## config.mk

```make
export PLATFORM = sky130hd
export DESIGN_NAME = permutation_order_crossover_unit
export DESIGN_NICKNAME = d
export VERILOG_FILES = /design/src/rtl/pocx_pkg.sv /design/src/rtl/permutation_order_crossover_unit.sv
export SDC_FILE = /design/constraint.sdc
export NUM_CORES = 2
export LEC_CHECK = 0
export BUFFER_PORTS_ARGS = -buffer_cell sky130_fd_sc_hd__buf_2
export CORE_ASPECT_RATIO = 0.9
export CORE_MARGIN = 10
export CORE_UTILIZATION = 25
export DETAILED_ROUTE_END_ITERATION = 8
export HOLD_SLACK_MARGIN = 0.08
export PLACE_DENSITY = 0.38
export SYNTH_ARGS = -nofsm -noshare
export SYNTH_HDL_FRONTEND = slang
export SYNTH_SLANG_ARGS = --single-unit
export TNS_END_PERCENT = 10
```

## constraint.sdc

```tcl
create_clock -name clk_i -period 5.8 [get_ports clk_i]
set_clock_uncertainty 0.05 [all_clocks]
set_input_delay 1.16 -clock clk_i [delete_from_list [all_inputs] [get_ports clk_i]]
set_output_delay 1.16 -clock clk_i [all_outputs]
set_load 0.01 [all_outputs]
```

## src/rtl/pocx_pkg.sv

```systemverilog
// Package for the permutation order crossover unit: item structs, function codes,
// sequencer step and control word types, and the microcode ROM.
// No dependencies.
`timescale 1ns / 1ps
`default_nettype none

package pocx_pkg;

  localparam int GeneW    = 6;   // gene identifier width
  localparam int NumGenes = 64;  // distinct gene identifiers (mark vector size)
  localparam int CountW   = 7;   // gene_count register width
  localparam int CutHiW   = 7;

  typedef enum logic [1:0] {
    FUNC_LOAD_FIRST  = 2'd0,
    FUNC_LOAD_SECOND = 2'd1,
    FUNC_COMPUTE     = 2'd2
  } func_e;

  typedef struct packed {
    logic [1:0]        func;
    logic [GeneW-1:0]  gene;
    logic [GeneW-1:0]  cut_low;
    logic [CutHiW-1:0] cut_high;
  } in_item_t;

  typedef struct packed {
    logic [GeneW-1:0] position;
    logic [GeneW-1:0] child_one_gene;
    logic [GeneW-1:0] child_two_gene;
    logic             last_gene;
  } out_item_t;

  // Sequencer steps (ROM addresses).
  typedef enum logic [3:0] {
    ST_IDLE      = 4'd0,
    ST_SETUP     = 4'd1,
    ST_MRK_RD    = 4'd2,
    ST_MRK_SET   = 4'd3,
    ST_SCAN_INIT = 4'd4,
    ST_SCAN_RD   = 4'd5,
    ST_FILL      = 4'd6,
    ST_OUT_INIT  = 4'd7,
    ST_OUT_RD    = 4'd8,
    ST_EMIT      = 4'd9,
    ST_DONE      = 4'd10
  } step_e;

  // Datapath operations.
  typedef enum logic [3:0] {
    OP_NONE,
    OP_IDLE,
    OP_SETUP,
    OP_MARK,
    OP_SCAN_INIT,
    OP_FILL,
    OP_OUT_INIT,
    OP_EMIT,
    OP_DONE
  } op_e;

  // Jump conditions: when true go to target, else fall through to the next step.
  typedef enum logic [2:0] {
    C_NEXT,
    C_GOTO,
    C_NO_START,
    C_EMPTY,
    C_MORE_SEG,
    C_MORE_GENES
  } cond_e;

  typedef struct packed {
    op_e   op;
    cond_e cond;
    logic  hold_out;  // wait here while the output register is full and stalled
    step_e target;
  } ctrl_t;

  function automatic ctrl_t ucode_word(step_e s);
    ctrl_t w;
    w = '{op: OP_NONE, cond: C_GOTO, hold_out: 1'b0, target: ST_IDLE};
    unique case (s)
      ST_IDLE:      w = '{op: OP_IDLE,      cond: C_NO_START,   hold_out: 1'b0,
                          target: ST_IDLE};
      ST_SETUP:     w = '{op: OP_SETUP,     cond: C_EMPTY,      hold_out: 1'b0,
                          target: ST_SCAN_INIT};
      ST_MRK_RD:    w = '{op: OP_NONE,      cond: C_NEXT,       hold_out: 1'b0,
                          target: ST_IDLE};
      ST_MRK_SET:   w = '{op: OP_MARK,      cond: C_MORE_SEG,   hold_out: 1'b0,
                          target: ST_MRK_RD};
      ST_SCAN_INIT: w = '{op: OP_SCAN_INIT, cond: C_NEXT,       hold_out: 1'b0,
                          target: ST_IDLE};
      ST_SCAN_RD:   w = '{op: OP_NONE,      cond: C_NEXT,       hold_out: 1'b0,
                          target: ST_IDLE};
      ST_FILL:      w = '{op: OP_FILL,      cond: C_MORE_GENES, hold_out: 1'b0,
                          target: ST_SCAN_RD};
      ST_OUT_INIT:  w = '{op: OP_OUT_INIT,  cond: C_NEXT,       hold_out: 1'b0,
                          target: ST_IDLE};
      ST_OUT_RD:    w = '{op: OP_NONE,      cond: C_NEXT,       hold_out: 1'b0,
                          target: ST_IDLE};
      ST_EMIT:      w = '{op: OP_EMIT,      cond: C_MORE_GENES, hold_out: 1'b1,
                          target: ST_OUT_RD};
      ST_DONE:      w = '{op: OP_DONE,      cond: C_GOTO,       hold_out: 1'b0,
                          target: ST_IDLE};
      default:      w = '{op: OP_NONE,      cond: C_GOTO,       hold_out: 1'b0,
                          target: ST_IDLE};
    endcase
    return w;
  endfunction

endpackage

`default_nettype wire

```

## src/rtl/permutation_order_crossover_unit.sv

```systemverilog
// Order crossover (OX) unit: parent memories, child memories, segment marks and a
// microcoded sequencer that builds and streams both children.
// Depends on pocx_pkg.
//
//  channel | direction | handshake              | payload
//  --------+-----------+------------------------+------------------------------
//  in      | input     | in_valid_i / in_stall_o  | in_item_i  (func, gene, cuts)
//  out     | output    | out_valid_o / out_stall_i| out_item_o (position, genes, last)
//  cfg     | input     | cfg_we_i                 | cfg_wdata_i (gene_count)
//
// A load item is written in the idle step. A compute item marks the hi - lo segment
// positions, then scans and emits all n positions (n = effective gene count, hi/lo =
// ordered, saturated cuts): each position costs one address step and one use step,
// because each parent memory has a single registered read port.
// The input is stalled for the whole compute item; output stalls hold the EMIT step.
// Reset clears the sequencer, load counts, marks and output valid; gene_count resets to 64.
// Parent and child memories are not cleared; only written child entries are used.
`timescale 1ns / 1ps
`default_nettype none

module permutation_order_crossover_unit
  import pocx_pkg::*;
#(
  parameter int MAX_GENES = 64
) (
  input  wire logic              clk_i,
  input  wire logic              rst_ni,
  input  wire logic              cfg_we_i,
  input  wire logic [CountW-1:0] cfg_wdata_i,
  input  wire logic              in_valid_i,
  output logic                   in_stall_o,
  input  wire in_item_t          in_item_i,
  output logic                   out_valid_o,
  input  wire logic              out_stall_i,
  output out_item_t              out_item_o
);

  localparam int AW = $clog2(MAX_GENES);  // memory address width
  localparam int CW = AW + 1;             // counts and positions up to MAX_GENES

  // ---------------------------------------------------------------- registers
  logic [CountW-1:0] gene_count_q;
  step_e             step_q, step_d;
  logic [CW-1:0]     addr_q, addr_d;
  logic [CW-1:0]     lo_q, lo_d, hi_q, hi_d;
  logic [CW-1:0]     next1_q, next1_d, next2_q, next2_d;  // next fill slot per child
  logic [CW-1:0]     fcnt_q, fcnt_d, scnt_q, scnt_d;      // parent load counts
  logic [NumGenes-1:0] m1_q, m1_d, m2_q, m2_d;            // segment marks
  logic              out_valid_q, out_valid_d;
  out_item_t         out_item_q, out_item_d;

  // memories
  logic [GeneW-1:0] fp_mem [MAX_GENES];
  logic [GeneW-1:0] sp_mem [MAX_GENES];
  logic [GeneW-1:0] c1_mem [MAX_GENES];
  logic [GeneW-1:0] c2_mem [MAX_GENES];
  logic [GeneW-1:0] fp_rd_q, sp_rd_q, c1_rd_q, c2_rd_q;

  logic          fp_we, sp_we, c1_we, c2_we;
  logic [AW-1:0] fp_waddr, sp_waddr, rd_addr;

  // ---------------------------------------------------------------- helpers
  ctrl_t         cw;
  logic          in_accept, start, out_free, op_en, take;
  logic [CW-1:0] n_c, addr_inc, f_idx, s_idx, cut_lo_c, cut_hi_c;
  logic          in_seg1, in_seg2;

  assign cw        = ucode_word(step_q);
  assign in_stall_o = (step_q != ST_IDLE);
  assign in_accept = in_valid_i && !in_stall_o;
  assign start     = in_accept && (func_e'(in_item_i.func) == FUNC_COMPUTE);
  assign out_free  = !out_valid_q || !out_stall_i;
  assign op_en     = !(cw.hold_out && !out_free);
  assign addr_inc  = addr_q + CW'(1);
  assign rd_addr   = addr_q[AW-1:0];

  // effective gene count, clamped to 2..MAX_GENES
  always_comb begin
    if (gene_count_q < CountW'(2)) begin
      n_c = CW'(2);
    end else if (32'(gene_count_q) > 32'(MAX_GENES)) begin
      n_c = CW'(MAX_GENES);
    end else begin
      n_c = CW'(gene_count_q);
    end
  end

  // ordered, saturated cut points
  always_comb begin
    logic [31:0] a, b, t, nn;
    a  = 32'(in_item_i.cut_low);
    b  = 32'(in_item_i.cut_high);
    nn = 32'(n_c);
    t  = '0;
    if (a > b) begin
      t = a;
      a = b;
      b = t;
    end
    if (a > nn) a = nn;
    if (b > nn) b = nn;
    cut_lo_c = CW'(a);
    cut_hi_c = CW'(b);
  end

  // load slot: wraps to 0 once the count reaches n
  assign f_idx = (fcnt_q >= n_c) ? '0 : fcnt_q;
  assign s_idx = (scnt_q >= n_c) ? '0 : scnt_q;

  assign in_seg1 = (addr_q >= lo_q) && (addr_q < next1_q);
  assign in_seg2 = (addr_q >= lo_q) && (addr_q < next2_q);

  // ---------------------------------------------------------------- sequencer
  always_comb begin
    unique case (cw.cond)
      C_NEXT:       take = 1'b0;
      C_GOTO:       take = 1'b1;
      C_NO_START:   take = !start;
      C_EMPTY:      take = (lo_q == hi_q);
      C_MORE_SEG:   take = (addr_inc < hi_q);
      C_MORE_GENES: take = (addr_inc < n_c);
      default:      take = 1'b0;
    endcase

    if (!op_en) begin
      step_d = step_q;
    end else if (take) begin
      step_d = cw.target;
    end else begin
      step_d = step_e'(step_q + 4'd1);
    end
  end

  // ---------------------------------------------------------------- datapath
  always_comb begin
    addr_d      = addr_q;
    lo_d        = lo_q;
    hi_d        = hi_q;
    next1_d     = next1_q;
    next2_d     = next2_q;
    fcnt_d      = fcnt_q;
    scnt_d      = scnt_q;
    m1_d        = m1_q;
    m2_d        = m2_q;
    out_valid_d = out_valid_q && out_stall_i;
    out_item_d  = out_item_q;
    fp_we       = 1'b0;
    sp_we       = 1'b0;
    fp_waddr    = f_idx[AW-1:0];
    sp_waddr    = s_idx[AW-1:0];
    c1_we       = 1'b0;
    c2_we       = 1'b0;

    if (op_en) begin
      unique case (cw.op)
        OP_IDLE: begin
          if (in_accept) begin
            unique case (func_e'(in_item_i.func))
              FUNC_LOAD_FIRST: begin
                fp_we  = 1'b1;
                fcnt_d = f_idx + CW'(1);
              end
              FUNC_LOAD_SECOND: begin
                sp_we  = 1'b1;
                scnt_d = s_idx + CW'(1);
              end
              FUNC_COMPUTE: begin
                lo_d = cut_lo_c;
                hi_d = cut_hi_c;
              end
              default: ;
            endcase
          end
        end
        OP_SETUP: begin
          addr_d  = lo_q;
          next1_d = lo_q;
          next2_d = lo_q;
          m1_d    = '0;
          m2_d    = '0;
        end
        OP_MARK: begin
          m1_d[fp_rd_q] = 1'b1;
          m2_d[sp_rd_q] = 1'b1;
          addr_d        = addr_inc;
        end
        OP_SCAN_INIT, OP_OUT_INIT: begin
          addr_d = '0;
        end
        OP_FILL: begin
          // child one takes first-parent segment genes in second-parent order
          if (m1_q[sp_rd_q] && (next1_q < hi_q)) begin
            c1_we   = 1'b1;
            next1_d = next1_q + CW'(1);
          end
          if (m2_q[fp_rd_q] && (next2_q < hi_q)) begin
            c2_we   = 1'b1;
            next2_d = next2_q + CW'(1);
          end
          addr_d = addr_inc;
        end
        OP_EMIT: begin
          out_valid_d               = 1'b1;
          out_item_d.position       = GeneW'(addr_q);
          out_item_d.child_one_gene = in_seg1 ? c1_rd_q : fp_rd_q;
          out_item_d.child_two_gene = in_seg2 ? c2_rd_q : sp_rd_q;
          out_item_d.last_gene      = (addr_inc == n_c);
          addr_d                    = addr_inc;
        end
        OP_DONE: begin
          fcnt_d = '0;
          scnt_d = '0;
        end
        default: ;
      endcase
    end
  end

  // ---------------------------------------------------------------- state regs
  always_ff @(posedge clk_i or negedge rst_ni) begin
    if (!rst_ni) begin
      gene_count_q <= CountW'(64);
      step_q       <= ST_IDLE;
      fcnt_q       <= '0;
      scnt_q       <= '0;
      m1_q         <= '0;
      m2_q         <= '0;
      out_valid_q  <= 1'b0;
    end else begin
      if (cfg_we_i) gene_count_q <= cfg_wdata_i;
      step_q      <= step_d;
      fcnt_q      <= fcnt_d;
      scnt_q      <= scnt_d;
      m1_q        <= m1_d;
      m2_q        <= m2_d;
      out_valid_q <= out_valid_d;
    end
  end

  always_ff @(posedge clk_i) begin
    addr_q     <= addr_d;
    lo_q       <= lo_d;
    hi_q       <= hi_d;
    next1_q    <= next1_d;
    next2_q    <= next2_d;
    out_item_q <= out_item_d;
  end

  // ---------------------------------------------------------------- memories
  always_ff @(posedge clk_i) begin
    if (fp_we) fp_mem[fp_waddr] <= in_item_i.gene;
    fp_rd_q <= fp_mem[rd_addr];
  end

  always_ff @(posedge clk_i) begin
    if (sp_we) sp_mem[sp_waddr] <= in_item_i.gene;
    sp_rd_q <= sp_mem[rd_addr];
  end

  always_ff @(posedge clk_i) begin
    if (c1_we) c1_mem[next1_q[AW-1:0]] <= sp_rd_q;
    c1_rd_q <= c1_mem[rd_addr];
  end

  always_ff @(posedge clk_i) begin
    if (c2_we) c2_mem[next2_q[AW-1:0]] <= fp_rd_q;
    c2_rd_q <= c2_mem[rd_addr];
  end

  assign out_valid_o = out_valid_q;
  assign out_item_o  = out_item_q;

`ifndef ASSERT_OFF
  // a new result is only loaded by the EMIT step
  a_emit_only: assert property (@(posedge clk_i) disable iff (!rst_ni)
    $rose(out_valid_q) |-> $past(step_q) == ST_EMIT)
    else $error("output loaded outside EMIT");

  // cut points stay ordered and within the gene count during a compute item
  a_cuts_ok: assert property (@(posedge clk_i) disable iff (!rst_ni)
    (step_q != ST_IDLE) |-> (lo_q <= hi_q) && (hi_q <= n_c))
    else $error("cut points out of order or range");

  // fill pointers never pass the segment end
  a_fill_bound: assert property (@(posedge clk_i) disable iff (!rst_ni)
    (step_q != ST_IDLE && step_q != ST_SETUP) |->
      (next1_q <= hi_q) && (next2_q <= hi_q) && (next1_q >= lo_q) && (next2_q >= lo_q))
    else $error("fill pointer outside segment");

  // the last position ends the program
  a_last_done: assert property (@(posedge clk_i) disable iff (!rst_ni)
    (step_q == ST_EMIT && op_en && out_item_d.last_gene) |=> step_q == ST_DONE)
    else $error("last position did not finish the item");
`endif

endmodule

`default_nettype wire

```

**After elaboration in Yosys (flattened, before gate mapping)**

Memory sizes are Yosys's and may differ from the RTL's. A register that Yosys moved wholly into a read port is not among the register bits.
Cells that the tools add are included.
Widths: inputs -> output; s select.

- Bits in registers: 208
- RAM bits: 1,536
- Bits in read-only memories: 192
- Bits of input ports: 33
- Output and inout bits: 21
- Word-level logic and storage cells: 159
- Memories kept: 5

- Add/subtract/negate cells: 6
- Order comparisons: 18
- Equal/unequal tests: 22
- Muxes and demuxes: 57
- Bitwise operators: 3
- Reduce and logical (&&, ||, !) cells: 32

Memory list:

| name | depth | bits a word | rd ports | clocked after Yosys merged registers in | wr ports | line | source |
|---|---|---|---|---|---|---|---|
| c1_mem | 64 | 6 | 1 | 1 | 1 | permutation_order_crossover_unit.sv:55 | `logic [GeneW-1:0] c1_mem [MAX_GENES];` |
| c2_mem | 64 | 6 | 1 | 1 | 1 | permutation_order_crossover_unit.sv:56 | `logic [GeneW-1:0] c2_mem [MAX_GENES];` |
| fp_mem | 64 | 6 | 1 | 1 | 1 | permutation_order_crossover_unit.sv:53 | `logic [GeneW-1:0] fp_mem [MAX_GENES];` |
| sp_mem | 64 | 6 | 1 | 1 | 1 | permutation_order_crossover_unit.sv:54 | `logic [GeneW-1:0] sp_mem [MAX_GENES];` |
| (name not given) | 16 | 12 | 1 | 0 | 0 | pocx_pkg.sv:82 | `unique case (s)` |

Operator list:

| cell | count |
|---|---|
| $pmux 64 s2 | 2 |
| $or 64x64->64 | 2 |
| $mux 7 | 14 |
| $gt 32x7->1 | 2 |
| $pmux 7 s2 | 4 |
| $lt 7x7->1 | 6 |
| $add 7x1->7 const B | 5 |
| $mux 1 | 28 |
| $ge 7x7->1 | 3 |
| $pmux 7 s3 | 1 |
| $eq 4x3->1 const B | 4 |
| $eq 7x7->1 | 2 |
| $lt 6x7->1 const B | 2 |
| $bmux 1 s6 | 2 |
| $demux 1 s6 | 2 |
| $ge 6x1->1 const B | 2 |
| $mux 6 | 2 |
| $reduce_and 4->1 | 3 |
| $logic_and 1x1->1 | 10 |
| $eq 4x2->1 const B | 2 |
| $ne 2x2->1 const B | 4 |
| $gt 6x7->1 | 1 |
| $gt 7x7->1 const B | 1 |
| $lt 7x2->1 const B | 1 |
| 22 further kinds | 33 |

**Longest topological paths before layout**

- Word-level depth: 9
- Gate-level depth with buffers: 17
- Depth with buffers taken out: 16

**Worst setup path before layout**

Ideal clock, no wire load.

- Path kind: input to register
- Start: input in_item_i[1] (netlist bit)
- End: register hi_q[1] (data pin)
- Setup time: 0.260 ns
- Arrival: 4.724 ns
- Required time: 5.490 ns
- Slack: 0.766 ns
- Cell stages on the path: 17
- Buffers on the path: 1
- Cells stage by stage: inv_1 ha_1 nor2b_1 o21a_1 o21a_1 o21ai_0 a2111oi_0 buf_2 mux2_1 ha_1 nor2b_1 o21a_1 o21a_1 o21a_1 o21ai_0 a21oi_1 mux2_2

- Cells in the longest elaborated chain, start to end: 4

RTL lines:

| what | line | source |
|---|---|---|
| from (decl) | permutation_order_crossover_unit.sv:32 | `input wire in_item_t in_item_i,` |
| $gt 6x7->1 | permutation_order_crossover_unit.sv:95 | `if (a > b) begin` |
| $mux 7 (*) | permutation_order_crossover_unit.sv:95 |  |
| $gt 32x7->1 | permutation_order_crossover_unit.sv:101 | `if (b > nn) b = nn;` |
| $mux 7 (*) | permutation_order_crossover_unit.sv:101 |  |
| named net cut_hi_c[1] | permutation_order_crossover_unit.sv:65 | `logic [CW-1:0] n_c, addr_inc, f_idx, s_idx, cut_lo_c, cut_hi_c;` |
| to (signal assigned) | permutation_order_crossover_unit.sv:243 | `hi_q <= hi_d;` |
| to (decl) | permutation_order_crossover_unit.sv:45 | `logic [CW-1:0] lo_q, lo_d, hi_q, hi_d;` |

The timed path passes the listed nets; every way through them passes the cells marked *.
A chain may end at the register's enable or synchronous reset.

**Worst setup path in the final report**

- Start: register gene_count_q[2]
- End: memory fp_mem[6][1], enable pin

- Cells in the longest elaborated chain, start to end: 5
- Elaborated cells between the ends (all ways): 6
- Classes of those cells: order compare: 3; mux: 3

RTL lines:

| what | line | source |
|---|---|---|
| from (decl) | permutation_order_crossover_unit.sv:42 | `logic [CountW-1:0] gene_count_q;` |
| from (signal assigned) | permutation_order_crossover_unit.sv:222 | `gene_count_q <= CountW'(64);` |
| from (signal assigned) | permutation_order_crossover_unit.sv:230 | `if (cfg_we_i) gene_count_q <= cfg_wdata_i;` |
| $gt 7x7->1 | permutation_order_crossover_unit.sv:81 | `end else if (32'(gene_count_q) > 32'(MAX_GENES)) begin` |
| $mux 7 | permutation_order_crossover_unit.sv:81 |  |
| $mux 7 (*) | permutation_order_crossover_unit.sv:79 | `if (gene_count_q < CountW'(2)) begin` |
| $ge 7x7->1 (*) | permutation_order_crossover_unit.sv:107 | `assign f_idx = (fcnt_q >= n_c) ? '0 : fcnt_q;` |
| $mux 7 (*) | permutation_order_crossover_unit.sv:107 |  |
| to (decl) | permutation_order_crossover_unit.sv:53 |  |

Mark *: on every way between the ends. The rest lies on a longest branch, timed or not.

==> results by stage <==
Final layout:
- After the last flow step, the layout net total stands at about 4300.
- Cells fill between 20 and 30% of the core in the end.
- The signed area change from the synthesized netlist to the final layout is 15.9%.
- The finished cells cover 84100 sq um.
- Of the cells placed in the final design, the portion with a size suffix greater than 1 is between 20% and 30%.

Routing:
- Dividing the detail-routed via count by the number of cells gives roughly 4.6.
- The routed design has 205000 um of wire.
- The detail route stage leaves a number of antenna-violating nets equal to 0.
- The via count of the routed design is 37331.
- In this run, the number of DRC markers left after iteration 0 of detailed routing was between 2000 and 3000.
- The pre-antenna-repair detailed-routing pass consisted of 7 iterations.
- The detailed-route wire length per cell is roughly 25 um.
- For this run, design rule violations remaining after detail routing come to 0.

Worst setup path:
- The peak fanout along the critical path is 8.
- In this run the register-to-register setup slack is 970 ps.
- The number of cell instances on the worst register-to-register path is 11.
- The critical path in this run is classified as register to register.
- The launching element type of the critical path is a register.
- The startpoint of the worst register-to-register path is gene_count_q[2].
- The type of destination of the critical path is a register.
- At the worst endpoint, the required time is a little over 6000 ps.
- In this run the critical register-to-register path is captured at fp_mem[6][1].
- The arrival time reported for the critical path endpoint is 5210 ps.

Power and ir drop:
- Of the total power, the clock network draws around 30%.
- In this run the static leakage power is 0.0272 uW.
- The switching power of the nets is 13300 uW.
- Of the total power, combinational logic draws a little under a third.
- The power density over the cells is 480 nW/um^2.
- The total internal power is 27000 uW.
- VDD sags by at most about 0.56 mV.
- The sequential share of power is roughly two fifths.
- Net switching is 33.0% of the power.

STA:
- The measured slew at the worst slew-check pin is between 1000 and 1500 ps.
- The remaining max-slew budget at the tightest pin is 17.0%.
- The final hold violation count is 0.
- The clock period minus worst slack is between 4000 and 5000 ps.
- For this run, the top clock speed supported by timing is between 200 and 250 MHz.
- The ratio of final minimum period to clock period is approximately 83%.
- The final count of pins violating max slew is 0.
- The total negative setup slack is 0 ps.
- Setup violations remaining at the end of the flow were counted as 0.
- Setup repair after global routing left no endpoint under its margin.

Global routing:
- The pin count of the biggest net entering global routing is ~150.
- For this run the aggregate overflow at the end of global routing stands at 0.
- The number of antenna violations at the first check in global routing was 5.
- Global routing consumed, over all layers together, around 13% of the routing resources.
- The number of global-route vias before repair is 39144.
- The wire length of the first global-routing pass is 299000 um.

Clocking:
- Clock tree synthesis selected as its root buffer the cell sky130_fd_sc_hd__clkbuf_16.
- The later pin in the worst-skew pair is clocked with a latency of approximately 850 ps.
- The setup fix buffers added after clock tree synthesis is 0.
- Clock-pin slew was measured on the worst setup and hold paths at around 60 ps.
- The number of gates given a new drive strength after cts is 0.
- Counting along the longest clock path gives a buffer depth of 4.
- TritonCTS created a little under 200 clock buffers.
- The total clock sinks is approximately 1800.
- The total number of H-tree levels is 4.
- The clock tree from TritonCTS is done.
- The count of hold buffers inserted by post-cts repair is 0.

Place:
- The detailed placer's ending HPWL is between 100000 and 150000 um.
- The placed instance area is between 70000 and 80000 sq um.
- Port buffering added 53 buffers.
- At the end of routability-driven placement, the weighted congestion stood at just over 0.7.

Logic synthesis:
- The combinational family with the most area after synthesis is multiplexers.
- The number of flops mapped to enable cells by yosys is 1590.
- The post-synthesis adder-cell area fraction is under 10%.
- In this run the cell area of the synthesized design comes to about 73000 sq um.
- The predominant post-synthesis flop cell is sky130_fd_sc_hd__edfxtp_1.
- The post-synthesis cell count is ~4000.
- After Yosys synthesis, XOR and XNOR cells account for 0.278% of the synthesized area.
- Summing the areas of all compound-gate instances in the mapped netlist gives 3.48% of the synthesized area.
- Counting flops with an async set or reset pin after synthesis yields a share of around 8.7%.
- The library cell occupying the most area in the post-synthesis netlist is sky130_fd_sc_hd__edfxtp_1.
- After synthesis, the cell types taking the most area are sky130_fd_sc_hd__edfxtp_1, sky130_fd_sc_hd__mux4_2, sky130_fd_sc_hd__dfrtp_1.
- The post-synthesis sequential area ratio is slightly above 70%.
- Summing the areas of all and, or, nand and nor instances in the mapped netlist gives between 5 and 6% of the synthesized area.
- The total of warnings raised by yosys is 0.
- The average instance in the mapped netlist occupies approximately 18 sq um.
- The number of nets handed over by synthesis was approximately 4100.
- The flop and latch count out of synthesis is approximately 1800.
- After synthesis, the share of cell area in mux cells is ~16%.
- After synthesis, the netlist uses 74 different library cells.
- The fraction of post-synthesis cell area in the top cell type by area is around 66%.

Die:
- The die covers between 300000 and 400000 sq um.
- The total I/O pin count is 54.
- The initial standard-cell utilization of the core is 25.1%.
- The placeable core area is a little under 300000 sq um.
- The number of rows created at floorplan is ~190.
- The height of the die is 531 um.
- The die outline width is about 600 um.

Run:
- Across the run, the number of max-cap violations was 0.

Hold path:
- The class of the most critical hold timing path is input pin to asynchronous set/reset pin.

Outcome:
- The run finished with clean final reports.
==> metal layers <==
metal  part of all wire [%]  global-route usage [%]
met3                    3.1                    1.63
met2                     47                    20.6
met1                     48                    18.6
met4                    2.0                    2.68
met5                      0                       0
==> state kept, by name (all words and copies together) (netlist names), 7 cells and up <==
name          count
hi_q              7
lo_q              7
scnt_q            7
addr_q            7
c1_mem          384
fp_mem          384
m2_q             64
fcnt_q            7
next1_q           7
sp_mem          384
out_item_o       19
gene_count_q      7
m1_q             64
next2_q           7
c2_mem          384
==> logic make-up after synthesis <==
kind of cell	after synthesis
adders and majority gates	89
buffers and inverters	292
and+or+nand+nor	795
muxes	610
other	1
xor gates and xnor gates	23
DFF	1768
AOI/OAI and AO/OA	415
==> power groups by stage <==
stage	clock (uW)	sequential, uW	combinational (uW)
final	12000	16200	12100
after CTS	12400	16300	12500
after floorplan	0	16200	7790
after global placement	0	16500	12500
after detailed placement	0	16500	12500
after global routing	12900	16300	13100
==> final cells by class <==
| type | instances | area, sq um |
|---|---|---|
| Inverter | 61 | 229 |
| Clock buffer | 231 | 5030 |
| Clock inverter | 119 | 1010 |
| Sequential cell | 1768 | 52100 |
| Tap cell | 3874 | 4850 |
| Antenna cell | 2 | 5.00 |
| Timing Repair Buffer | 197 | 1530 |
| Fill cell | 28418 | 204000 |
| Multi-Input combinational cell | 1933 | 19300 |
==> layout by cell type (no fill, tap or decap), types with 12 or more instances in the layout <==
cell,instances
sky130_fd_sc_hd__nand2b_1,19
sky130_fd_sc_hd__o221ai_1,24
sky130_fd_sc_hd__dfrtp_1,153
sky130_fd_sc_hd__clkbuf_1,34
sky130_fd_sc_hd__buf_4,137
sky130_fd_sc_hd__a21oi_1,196
sky130_fd_sc_hd__inv_1,60
sky130_fd_sc_hd__a21o_1,20
sky130_fd_sc_hd__buf_2,46
sky130_fd_sc_hd__a221oi_1,17
sky130_fd_sc_hd__mux2_2,43
sky130_fd_sc_hd__nand3_1,49
sky130_fd_sc_hd__edfxtp_1,1590
sky130_fd_sc_hd__bufinv_16,15
sky130_fd_sc_hd__o22ai_1,32
sky130_fd_sc_hd__nand2_1,103
sky130_fd_sc_hd__buf_12,13
sky130_fd_sc_hd__nand4_1,13
sky130_fd_sc_hd__clkinv_1,42
sky130_fd_sc_hd__clkinv_2,45
sky130_fd_sc_hd__clkbuf_16,195
sky130_fd_sc_hd__mux4_2,441
sky130_fd_sc_hd__mux2i_1,115
sky130_fd_sc_hd__nor3_1,150
sky130_fd_sc_hd__o21ai_0,57
sky130_fd_sc_hd__ha_1,89
sky130_fd_sc_hd__nor2b_1,22
sky130_fd_sc_hd__dfxtp_1,12
sky130_fd_sc_hd__nor2_1,351
sky130_fd_sc_hd__xnor2_1,17
==> worst max-delay path by stage <==
stage,start,end,slack (ps),cells past startpoint
2_1_floorplan,in_item_i[1],hi_q[1],770,17
3_3_place_gp,in_item_i[1],lo_q[5],620,17
3_5_place_dp,in_item_i[1],lo_q[5],740,17
4_1_cts,gene_count_q[2],sp_mem[36][3],920,12
5_1_grt,gene_count_q[2],fp_mem[6][4],710,11
6_report,gene_count_q[2],fp_mem[6][1],970,11
==> synthesized netlist by cell type, drive strengths merged (54+ instances only) <==
cell	count
edfxtp	1590
mux4	441
nor2	354
a21oi	196
nor3	159
dfrtp	153
clkbuf	130
mux2i	115
nand2	105
buf	101
ha	89
inv	61
o21ai	61
mux2	54
==> per-stage QoR <==
step | hold WS [ps] | setup WS [ps] | cells | power (uW)
finish | 316 | 974 | 8185 | 40400
global route | 334 | 707 | 8183 | 42400
CTS | 317 | 917 | 8183 | 41200
detailed placement | 424 | 741 | 7833 | 29000
global placement | 420 | 620 | 7833 | 29000
floorplan | 404 | 766 | 3993 | 23900
==> critical path, stage by stage, from the launching register on <==
cell and delay, ps:
sky130_fd_sc_hd__dfrtp_1 390, sky130_fd_sc_hd__or4_1 570, sky130_fd_sc_hd__o211ai_1 320, sky130_fd_sc_hd__inv_1 240
sky130_fd_sc_hd__ha_1 320, sky130_fd_sc_hd__nand2b_1 130, sky130_fd_sc_hd__a21o_1 170, sky130_fd_sc_hd__a21oi_1 180
sky130_fd_sc_hd__o21ai_0 310, sky130_fd_sc_hd__nor2_2 410, sky130_fd_sc_hd__nand4_2 670, sky130_fd_sc_hd__nor2_1 700
Note: power is estimated with default switching activity, not from simulation.
